<file path="src/sv/utf8d_pkg.sv">
// utf8d_pkg: shared types and constants of the utf-8 stream decoder
// used by every module of the decoder; depends on nothing
`default_nettype none

package utf8d_pkg;

    localparam int BYTE_W      = 8;
    localparam int CP_W        = 21;
    localparam int PEND_W      = 2;
    localparam int QUEUE_DEPTH = 4;

    // byte classes, as mask and tag pairs
    localparam logic [BYTE_W-1:0] ASCII_MASK = 8'h80;
    localparam logic [BYTE_W-1:0] ASCII_TAG  = 8'h00;
    localparam logic [BYTE_W-1:0] CONT_MASK  = 8'hC0;
    localparam logic [BYTE_W-1:0] CONT_TAG   = 8'h80;
    localparam logic [BYTE_W-1:0] LEAD2_MASK = 8'hE0;
    localparam logic [BYTE_W-1:0] LEAD2_TAG  = 8'hC0;
    localparam logic [BYTE_W-1:0] LEAD3_MASK = 8'hF0;
    localparam logic [BYTE_W-1:0] LEAD3_TAG  = 8'hE0;
    localparam logic [BYTE_W-1:0] LEAD4_MASK = 8'hF8;
    localparam logic [BYTE_W-1:0] LEAD4_TAG  = 8'hF0;

    // payload bits carried by each byte kind
    localparam logic [BYTE_W-1:0] LEAD2_BITS = 8'h1F;
    localparam logic [BYTE_W-1:0] LEAD3_BITS = 8'h0F;
    localparam logic [BYTE_W-1:0] LEAD4_BITS = 8'h07;
    localparam int                CONT_BITS  = 6;

    typedef struct packed {
        logic [CP_W-1:0] code_point;
        logic            malformed;
        logic            is_last;
    } result_t;

    // one queue entry: the results of one accepted byte
    typedef struct packed {
        logic    two;
        result_t res0;
        result_t res1;
    } job_t;

endpackage

`default_nettype wire

</file>
<file path="src/sv/utf8d_front.sv">
// utf8d_front: accepts bytes, keeps the open sequence and forms the results of each byte
// depends on utf8d_pkg
`default_nettype none

module utf8d_front (
    input  wire logic                            clk,
    input  wire logic                            rst_n,
    input  wire logic                            accept,
    input  wire logic [utf8d_pkg::BYTE_W-1:0]    byte_in,
    output utf8d_pkg::job_t                      job,
    output logic                                 job_valid
);

    logic [utf8d_pkg::PEND_W-1:0] pend_reg, pend_next;
    logic [utf8d_pkg::CP_W-1:0]   part_reg, part_next;

    utf8d_pkg::result_t           lead_res;
    logic                         lead_has;
    logic [utf8d_pkg::PEND_W-1:0] lead_pend;
    logic [utf8d_pkg::CP_W-1:0]   lead_part;
    logic [utf8d_pkg::CP_W-1:0]   cont_part;
    logic [utf8d_pkg::PEND_W-1:0] cont_pend;
    logic                         is_cont;

    // decode the byte as if no sequence were open
    always_comb
    begin
        lead_res  = '{code_point: '0, malformed: 1'b1, is_last: 1'b1};
        lead_has  = 1'b1;
        lead_pend = '0;
        lead_part = '0;
        priority if ((byte_in & utf8d_pkg::ASCII_MASK) == utf8d_pkg::ASCII_TAG)
        begin
            lead_res.code_point = utf8d_pkg::CP_W'(byte_in);
            lead_res.malformed  = 1'b0;
        end
        else if ((byte_in & utf8d_pkg::LEAD2_MASK) == utf8d_pkg::LEAD2_TAG)
        begin
            lead_has  = 1'b0;
            lead_pend = 2'd1;
            lead_part = utf8d_pkg::CP_W'(byte_in & utf8d_pkg::LEAD2_BITS);
        end
        else if ((byte_in & utf8d_pkg::LEAD3_MASK) == utf8d_pkg::LEAD3_TAG)
        begin
            lead_has  = 1'b0;
            lead_pend = 2'd2;
            lead_part = utf8d_pkg::CP_W'(byte_in & utf8d_pkg::LEAD3_BITS);
        end
        else if ((byte_in & utf8d_pkg::LEAD4_MASK) == utf8d_pkg::LEAD4_TAG)
        begin
            lead_has  = 1'b0;
            lead_pend = 2'd3;
            lead_part = utf8d_pkg::CP_W'(byte_in & utf8d_pkg::LEAD4_BITS);
        end
        else
        begin
            // stray continuation or invalid lead: malformed result stays as set
            lead_has = 1'b1;
        end
    end

    assign is_cont   = (byte_in & utf8d_pkg::CONT_MASK) == utf8d_pkg::CONT_TAG;
    assign cont_part = {part_reg[utf8d_pkg::CP_W-utf8d_pkg::CONT_BITS-1:0],
                        byte_in[utf8d_pkg::CONT_BITS-1:0]};
    assign cont_pend = pend_reg - 2'd1;

    always_comb
    begin
        job       = '0;
        job_valid = 1'b0;
        pend_next = pend_reg;
        part_next = part_reg;
        priority if (pend_reg == '0)
        begin
            job.res0  = lead_res;
            job_valid = lead_has;
            pend_next = lead_pend;
            part_next = lead_part;
        end
        else if (is_cont)
        begin
            pend_next = cont_pend;
            if (cont_pend == '0)
            begin
                job.res0  = '{code_point: cont_part, malformed: 1'b0, is_last: 1'b1};
                job_valid = 1'b1;
                part_next = '0;
            end
            else
            begin
                part_next = cont_part;
            end
        end
        else
        begin
            // interrupted sequence: report it, then treat the byte as a lead
            job.res0  = '{code_point: '0, malformed: 1'b1, is_last: !lead_has};
            job.two   = lead_has;
            job.res1  = lead_res;
            job_valid = 1'b1;
            pend_next = lead_pend;
            part_next = lead_part;
        end
    end

    always_ff @(posedge clk or negedge rst_n)
    begin
        if (!rst_n)
        begin
            pend_reg <= '0;
            part_reg <= '0;
        end
        else if (accept)
        begin
            pend_reg <= pend_next;
            part_reg <= part_next;
        end
    end

endmodule

`default_nettype wire

</file>
<file path="src/sv/utf8d_queue.sv">
// utf8d_queue: short first-in first-out queue of jobs between front and back
// depends on utf8d_pkg
`default_nettype none

module utf8d_queue #(
    parameter int DEPTH = utf8d_pkg::QUEUE_DEPTH
) (
    input  wire logic            clk,
    input  wire logic            rst_n,
    input  wire logic            wr_en,
    input  wire utf8d_pkg::job_t wr_data,
    output logic                 full,
    input  wire logic            rd_en,
    output utf8d_pkg::job_t      rd_data,
    output logic                 empty
);

    localparam int AW = (DEPTH > 1) ? $clog2(DEPTH) : 1;
    localparam int CW = $clog2(DEPTH + 1);

    utf8d_pkg::job_t mem [DEPTH];

    logic [AW-1:0] wr_ptr_reg, wr_ptr_next;
    logic [AW-1:0] rd_ptr_reg, rd_ptr_next;
    logic [CW-1:0] count_reg, count_next;
    logic          do_wr, do_rd;

    assign full    = count_reg == CW'(DEPTH);
    assign empty   = count_reg == '0;
    assign do_wr   = wr_en && !full;
    assign do_rd   = rd_en && !empty;
    assign rd_data = mem[rd_ptr_reg];

    always_comb
    begin
        wr_ptr_next = wr_ptr_reg;
        rd_ptr_next = rd_ptr_reg;
        count_next  = count_reg;
        if (do_wr)
        begin
            wr_ptr_next = (wr_ptr_reg == AW'(DEPTH - 1)) ? '0 : wr_ptr_reg + 1'b1;
        end
        if (do_rd)
        begin
            rd_ptr_next = (rd_ptr_reg == AW'(DEPTH - 1)) ? '0 : rd_ptr_reg + 1'b1;
        end
        if (do_wr && !do_rd)
        begin
            count_next = count_reg + 1'b1;
        end
        else if (do_rd && !do_wr)
        begin
            count_next = count_reg - 1'b1;
        end
    end

    always_ff @(posedge clk)
    begin
        if (do_wr)
        begin
            mem[wr_ptr_reg] <= wr_data;
        end
    end

    always_ff @(posedge clk or negedge rst_n)
    begin
        if (!rst_n)
        begin
            wr_ptr_reg <= '0;
            rd_ptr_reg <= '0;
            count_reg  <= '0;
        end
        else
        begin
            wr_ptr_reg <= wr_ptr_next;
            rd_ptr_reg <= rd_ptr_next;
            count_reg  <= count_next;
        end
    end

endmodule

`default_nettype wire

</file>
<file path="src/sv/utf8d_back.sv">
// utf8d_back: takes jobs from the queue and hands out their results one per transaction
// depends on utf8d_pkg
`default_nettype none

module utf8d_back (
    input  wire logic                          clk,
    input  wire logic                          rst_n,
    input  wire utf8d_pkg::job_t               head,
    input  wire logic                          q_empty,
    output logic                               q_rd,
    input  wire logic                          pop,
    output logic                               empty,
    output logic [utf8d_pkg::CP_W-1:0]         code_point,
    output logic                               malformed,
    output logic                               is_last
);

    logic               out_valid_reg;
    utf8d_pkg::result_t out_reg;
    logic               second_valid_reg;
    utf8d_pkg::result_t second_reg;
    logic               load;
    logic               take_second;

    // the output register may refill whenever it is free or being taken
    assign load        = !out_valid_reg || pop;
    assign take_second = load && second_valid_reg;
    assign q_rd        = load && !second_valid_reg && !q_empty;

    assign empty      = !out_valid_reg;
    assign code_point = out_reg.code_point;
    assign malformed  = out_reg.malformed;
    assign is_last    = out_reg.is_last;

    always_ff @(posedge clk or negedge rst_n)
    begin
        if (!rst_n)
        begin
            out_valid_reg    <= 1'b0;
            second_valid_reg <= 1'b0;
        end
        else if (load)
        begin
            out_valid_reg <= second_valid_reg || !q_empty;
            if (take_second)
            begin
                second_valid_reg <= 1'b0;
            end
            else if (q_rd)
            begin
                second_valid_reg <= head.two;
            end
        end
    end

    always_ff @(posedge clk)
    begin
        if (take_second)
        begin
            out_reg <= second_reg;
        end
        else if (q_rd)
        begin
            out_reg    <= head.res0;
            second_reg <= head.res1;
        end
    end

endmodule

`default_nettype wire

</file>
<file path="src/sv/utf8_stream_decoder.sv">
// utf8_stream_decoder: utf-8 byte stream to code point decoder, top level
// depends on utf8d_pkg, utf8d_front, utf8d_queue, utf8d_back
//
// usage:
//   input channel: one raw byte per transaction; a byte is taken at a rising
//   edge with push high and full low
//   result channel: code_point, malformed and is_last of the oldest result are
//   valid while empty is low; the result is taken at an edge with pop high
//   a lead byte that opens a sequence gives no result; a finished sequence or an
//   ascii byte gives one; an interrupted sequence gives a malformed result and,
//   if the new byte completes on its own, a second one; is_last marks the final
//   result of each byte
//   throughput: one byte per cycle while full is low; a byte with two results
//   holds the result port until both of them are popped
//   path: a job is queued at the accepting edge; the output register loads it
//   from the queue at an edge where the register is free or its result is popped
//   reset: sequence state, queue and output valid flags clear; empty goes high
//   stalls: while pop is low the result holds, the job queue fills, and full
//   rises once QUEUE_DEPTH jobs wait
`default_nettype none

module utf8_stream_decoder #(
    parameter int QUEUE_DEPTH = utf8d_pkg::QUEUE_DEPTH
) (
    input  wire logic                          clk,
    input  wire logic                          rst_n,
    input  wire logic                          push,
    output logic                               full,
    input  wire logic [utf8d_pkg::BYTE_W-1:0]  byte_in,
    output logic                               empty,
    input  wire logic                          pop,
    output logic [utf8d_pkg::CP_W-1:0]         code_point,
    output logic                               malformed,
    output logic                               is_last
);

    utf8d_pkg::job_t job;
    utf8d_pkg::job_t head;
    logic            job_valid;
    logic            accept;
    logic            q_empty;
    logic            q_rd;

    assign accept = push && !full;

    utf8d_front u_front (
        .clk       (clk),
        .rst_n     (rst_n),
        .accept    (accept),
        .byte_in   (byte_in),
        .job       (job),
        .job_valid (job_valid)
    );

    utf8d_queue #(
        .DEPTH (QUEUE_DEPTH)
    ) u_queue (
        .clk     (clk),
        .rst_n   (rst_n),
        .wr_en   (accept && job_valid),
        .wr_data (job),
        .full    (full),
        .rd_en   (q_rd),
        .rd_data (head),
        .empty   (q_empty)
    );

    utf8d_back u_back (
        .clk        (clk),
        .rst_n      (rst_n),
        .head       (head),
        .q_empty    (q_empty),
        .q_rd       (q_rd),
        .pop        (pop),
        .empty      (empty),
        .code_point (code_point),
        .malformed  (malformed),
        .is_last    (is_last)
    );

endmodule

`default_nettype wire

</file>
<file path="config.mk">
export PLATFORM = sky130hd
export DESIGN_NAME = utf8_stream_decoder
export DESIGN_NICKNAME = d
export VERILOG_FILES = /design/src/sv/utf8d_pkg.sv /design/src/sv/utf8d_front.sv /design/src/sv/utf8d_queue.sv /design/src/sv/utf8d_back.sv /design/src/sv/utf8_stream_decoder.sv
export SDC_FILE = /design/constraint.sdc
export NUM_CORES = 1
export LEC_CHECK = 0
export BUFFER_PORTS_ARGS = -buffer_cell sky130_fd_sc_hd__buf_4
export CAP_MARGIN = 20
export CORE_MARGIN = 8
export CORE_UTILIZATION = 40
export CTS_BUF_LIST = sky130_fd_sc_hd__clkbuf_16
export DETAILED_ROUTE_END_ITERATION = 16
export GPL_TIMING_DRIVEN = 0
export PLACE_DENSITY = 0.55
export SLEW_MARGIN = 20
export SYNTH_ARGS = -nofsm -noshare
export SYNTH_HDL_FRONTEND = slang
export SYNTH_SLANG_ARGS = --single-unit
</file>
<file path="constraint.sdc">
create_clock -name clk -period 3.8 [get_ports clk]
set_clock_uncertainty 0.2 [all_clocks]
set_input_delay 0.76 -clock clk [delete_from_list [all_inputs] [get_ports clk]]
set_output_delay 0.76 -clock clk [all_outputs]
set_load 0.01 [all_outputs]
</file>
==> out/metrics.yaml <==
worst_setup_path:
  worst_ep_required_time_ps: 3950
  worst_path_max_delay_cell: "a311oi_4"
  max_stage_delay_ps: 490
  cp_data_arrival_time_ps: 3000
  crit_fanout: 8
  end_kind: "flop"
  crit_chain: "inv_1 -> ha_1 -> nor4b_4 -> a311oi_4 -> ha_1 -> inv_1 -> fa_1 -> xor2_1 -> nor2_1 -> xor2_1"
  worstRegToRegCells: 10
  crit_type: "flop to flop"
  worst_setup_path_start_kind: "flop"
timing:
  hold_violations: 0
  worst_slack_ps: 949.8
  fin_crit_ps: 2850
  relSlewSlack: 0.4362
  tightestPinTransition_ps: 843.9
  finalSetupViolations: 0
  post-route-period-util: 0.7501
  whs_ps: 38.94
  fmax_ghz: 0.3508
  slew_violations: 0
  rsz0062_at_grt: "false"
yosys:
  syn_nets: 431
  synthCells: 410
  synth_cell_type_count: 34
  netlist_area_mm2: 0.007530
  avgSynthCellArea_um2: 18.37
  synth_seq_cells: 190
  synth-seq-area-share: 0.7404
  synth.yosys.warnings: 0
cells_and_area:
  fillers: 1530
  design_area_mm2: 0.008818
  final_cells: 716
  area_growth_pct: 17.12
  antenna_cells: 0
  drive_gt1_frac: 0.2946
  largest_reg_flops: 132
  layout.nets: 490
  postLayoutCoreUtil: 0.4746
detailed_routing:
  antenna_left: 0
  viasPerCell: 5.159
  vias: 3694
  wire_per_inst_um: 20.23
  remaining_drc_errors: 0
  dr.pass1.iters: 4
  drt_iter0_drc: 170
  routed_wl_um: 14490
die:
  die_w_um: 153.2
  core_area_mm2: 0.01858
  dieArea_mm2: 0.02347
  ios: 37
  start_util: 0.4053
  die_h_um: 153.2
  rows: 50
global_routing:
  grt_max_degree: 27
  grtUsageTotal: 0.1292
  grt_overflow: 0
  grt_antenna_before_repair: 0
  grt_pass1_vias: 3930
  grt_pass1_wl_um: 22690
placement:
  dpl-instance-area_mm2: 0.008214
  pre_cts_ws_ps: 599.0
  portBuffers: 34
  routabilityCongestion: 0.7712
  place_hpwl_um: 9773
  numPlacedInstances: 684
clock_tree:
  cts_tree: "built"
  clock_latency_ps: 420
  clk_pin_slew_worst_paths_ps: 60
  post_cts_resized: 0
  root_buffer: "clkbuf_16"
  cts_max_level: 4
  cts.sinks: 190
  numCtsBuffers: 17
  clock_path_buffers: 2
  cts_hold_buf: 0
  post-cts-setup-buffers: 0
job:
  maxCapViolations: 0
status:
  outcome: "finished, final reports clean"
power_and_ir_drop:
  leakagePower_nw: 3.190
  irDropWorstVdd_uv: 411.0
  power_density_mw_per_mm2: 777.2
min_path:
  hold_class: "input port to asynchronous set/reset pin"
-- layout make-up --
class,instances,area (µm²),share of cell area
Timing Repair Buffer,40,374.1,0.04242
Clock buffer,17,425.4,0.04824
Sequential cell,190,5575,0.6322
Clock inverter,15,178.9,0.02029
Buffer,21,118.9,0.01348
Tap cell,234,292.8,0.03320
Inverter,10,37.54,0.004257
Multi-Input combinational cell,189,1815,0.2059
-- cell usage in the layout, fill, tap and decap left out, types with 4 or more instances in the layout --
cell type	count
edfxtp_1	164
buf_4	37
mux4_2	33
nand2_1	29
dfrtp_1	26
nor2b_1	21
o21ai_0	17
clkbuf_16	17
and3_1	14
inv_1	12
nor2_1	12
mux2_2	12
buf_2	11
ha_1	8
and2_1	7
clkbuf_1	5
a21oi_1	5
and2_2	4
bufinv_16	4
clkinv_2	4
buf_12	4
-- cell usage after synthesis --
cell type | count | share of area
a221oi_1 | 2 | 0.0023
nand4_1 | 1 | 0.00083
nand3_1 | 2 | 0.0013
buf_6 | 2 | 0.0030
o21ai_1 | 1 | 0.00066
nand2b_4 | 1 | 0.0018
xnor2_1 | 1 | 0.0012
dfrtp_1 | 26 | 0.086
nor3_1 | 4 | 0.0027
mux2_2 | 12 | 0.018
o2111ai_1 | 1 | 0.0012
fa_1 | 1 | 0.0027
a311oi_4 | 1 | 0.0035
nand2_1 | 29 | 0.014
and2_1 | 11 | 0.0091
a21o_1 | 1 | 0.0010
clkbuf_1 | 5 | 0.0025
ha_1 | 8 | 0.013
mux2_4 | 2 | 0.0040
a22o_1 | 2 | 0.0023
nor2b_1 | 21 | 0.017
nor3b_2 | 2 | 0.0033
inv_1 | 10 | 0.0050
nor2_1 | 13 | 0.0065
and3_1 | 14 | 0.012
mux4_2 | 33 | 0.099
nor4_1 | 1 | 0.00083
nor4b_4 | 1 | 0.0032
xor2_1 | 2 | 0.0023
a21oi_1 | 5 | 0.0033
buf_2 | 11 | 0.0073
buf_4 | 3 | 0.0030
edfxtp_1 | 164 | 0.65
o21ai_0 | 17 | 0.011
-- per-stage QoR --
step	TNS (ps)	total power [mW]
floorplan	0	4.384
global placement	-24190	5.021
detailed placement	0	5.152
CTS	0	6.965
global route	0	7.204
finish	0	6.854
-- cell families (layout without fill, tap and decap cells) --
kind of cell	Yosys count	in the layout	share of synthesized area
and+or+nand+nor	100	100	0.07311
adders and majority gates	9	9	0.01595
AOI/OAI and AO/OA	30	30	0.02559
buffers and inverters	31	103	0.02077
DFF	190	190	0.7404
muxes	47	47	0.1206
xor gates and xnor gates	3	3	0.003490
-- power breakdown --
group          internal (mW)  leakage, nW  switching [mW]
combinational          0.932         1.00            1.02
sequential              2.93         1.89           0.163
clock                   1.09        0.300           0.723
total                   4.95         3.19            1.90
-- final timing paths --
| check | endpoint | slack, ps | startpoint |
|---|---|---|---|
| setup / recovery | u_queue.count_reg[2]$_DFFE_PN0P_ | 950 | u_front.pend_reg[1]$_DFFE_PN0N_ |
| hold / removal | u_queue.count_reg[1]$_DFFE_PN0P_ | 40 | rst_n |
| setup reg to reg | u_queue.count_reg[2]$_DFFE_PN0P_ | 950 | u_front.pend_reg[1]$_DFFE_PN0N_ |
| hold reg to reg | u_front.part_reg[12]$_DFFE_PN0N_ | 280 | u_front.part_reg[12]$_DFFE_PN0N_ |
| max in group asynchronous | u_front.part_reg[4]$_DFFE_PN0N_ | 3090 | rst_n |
| min in group clk | u_front.part_reg[12]$_DFFE_PN0N_ | 280 | u_front.part_reg[12]$_DFFE_PN0N_ |
-- critical path, delay by kind of cell (launching register included) --
| kind | cells | cell delay (ps) |
|---|---|---|
| DFF | 1 | 360 |
| xor gates and xnor gates | 2 | 300 |
| AOI/OAI and AO/OA | 1 | 490 |
| adders and majority gates | 3 | 1030 |
| and+or+nand+nor | 2 | 230 |
| buffers and inverters | 2 | 160 |
-- per-layer routing --
metal  track usage  wire (µm)  vias up
met5             0          0        -
li1              -          -     1698
met3       0.02904        543       20
met1        0.1645       6521     1903
met4       0.05938        314        0
met2        0.2076       7105       73
Power figures use the tool's default switching activity.
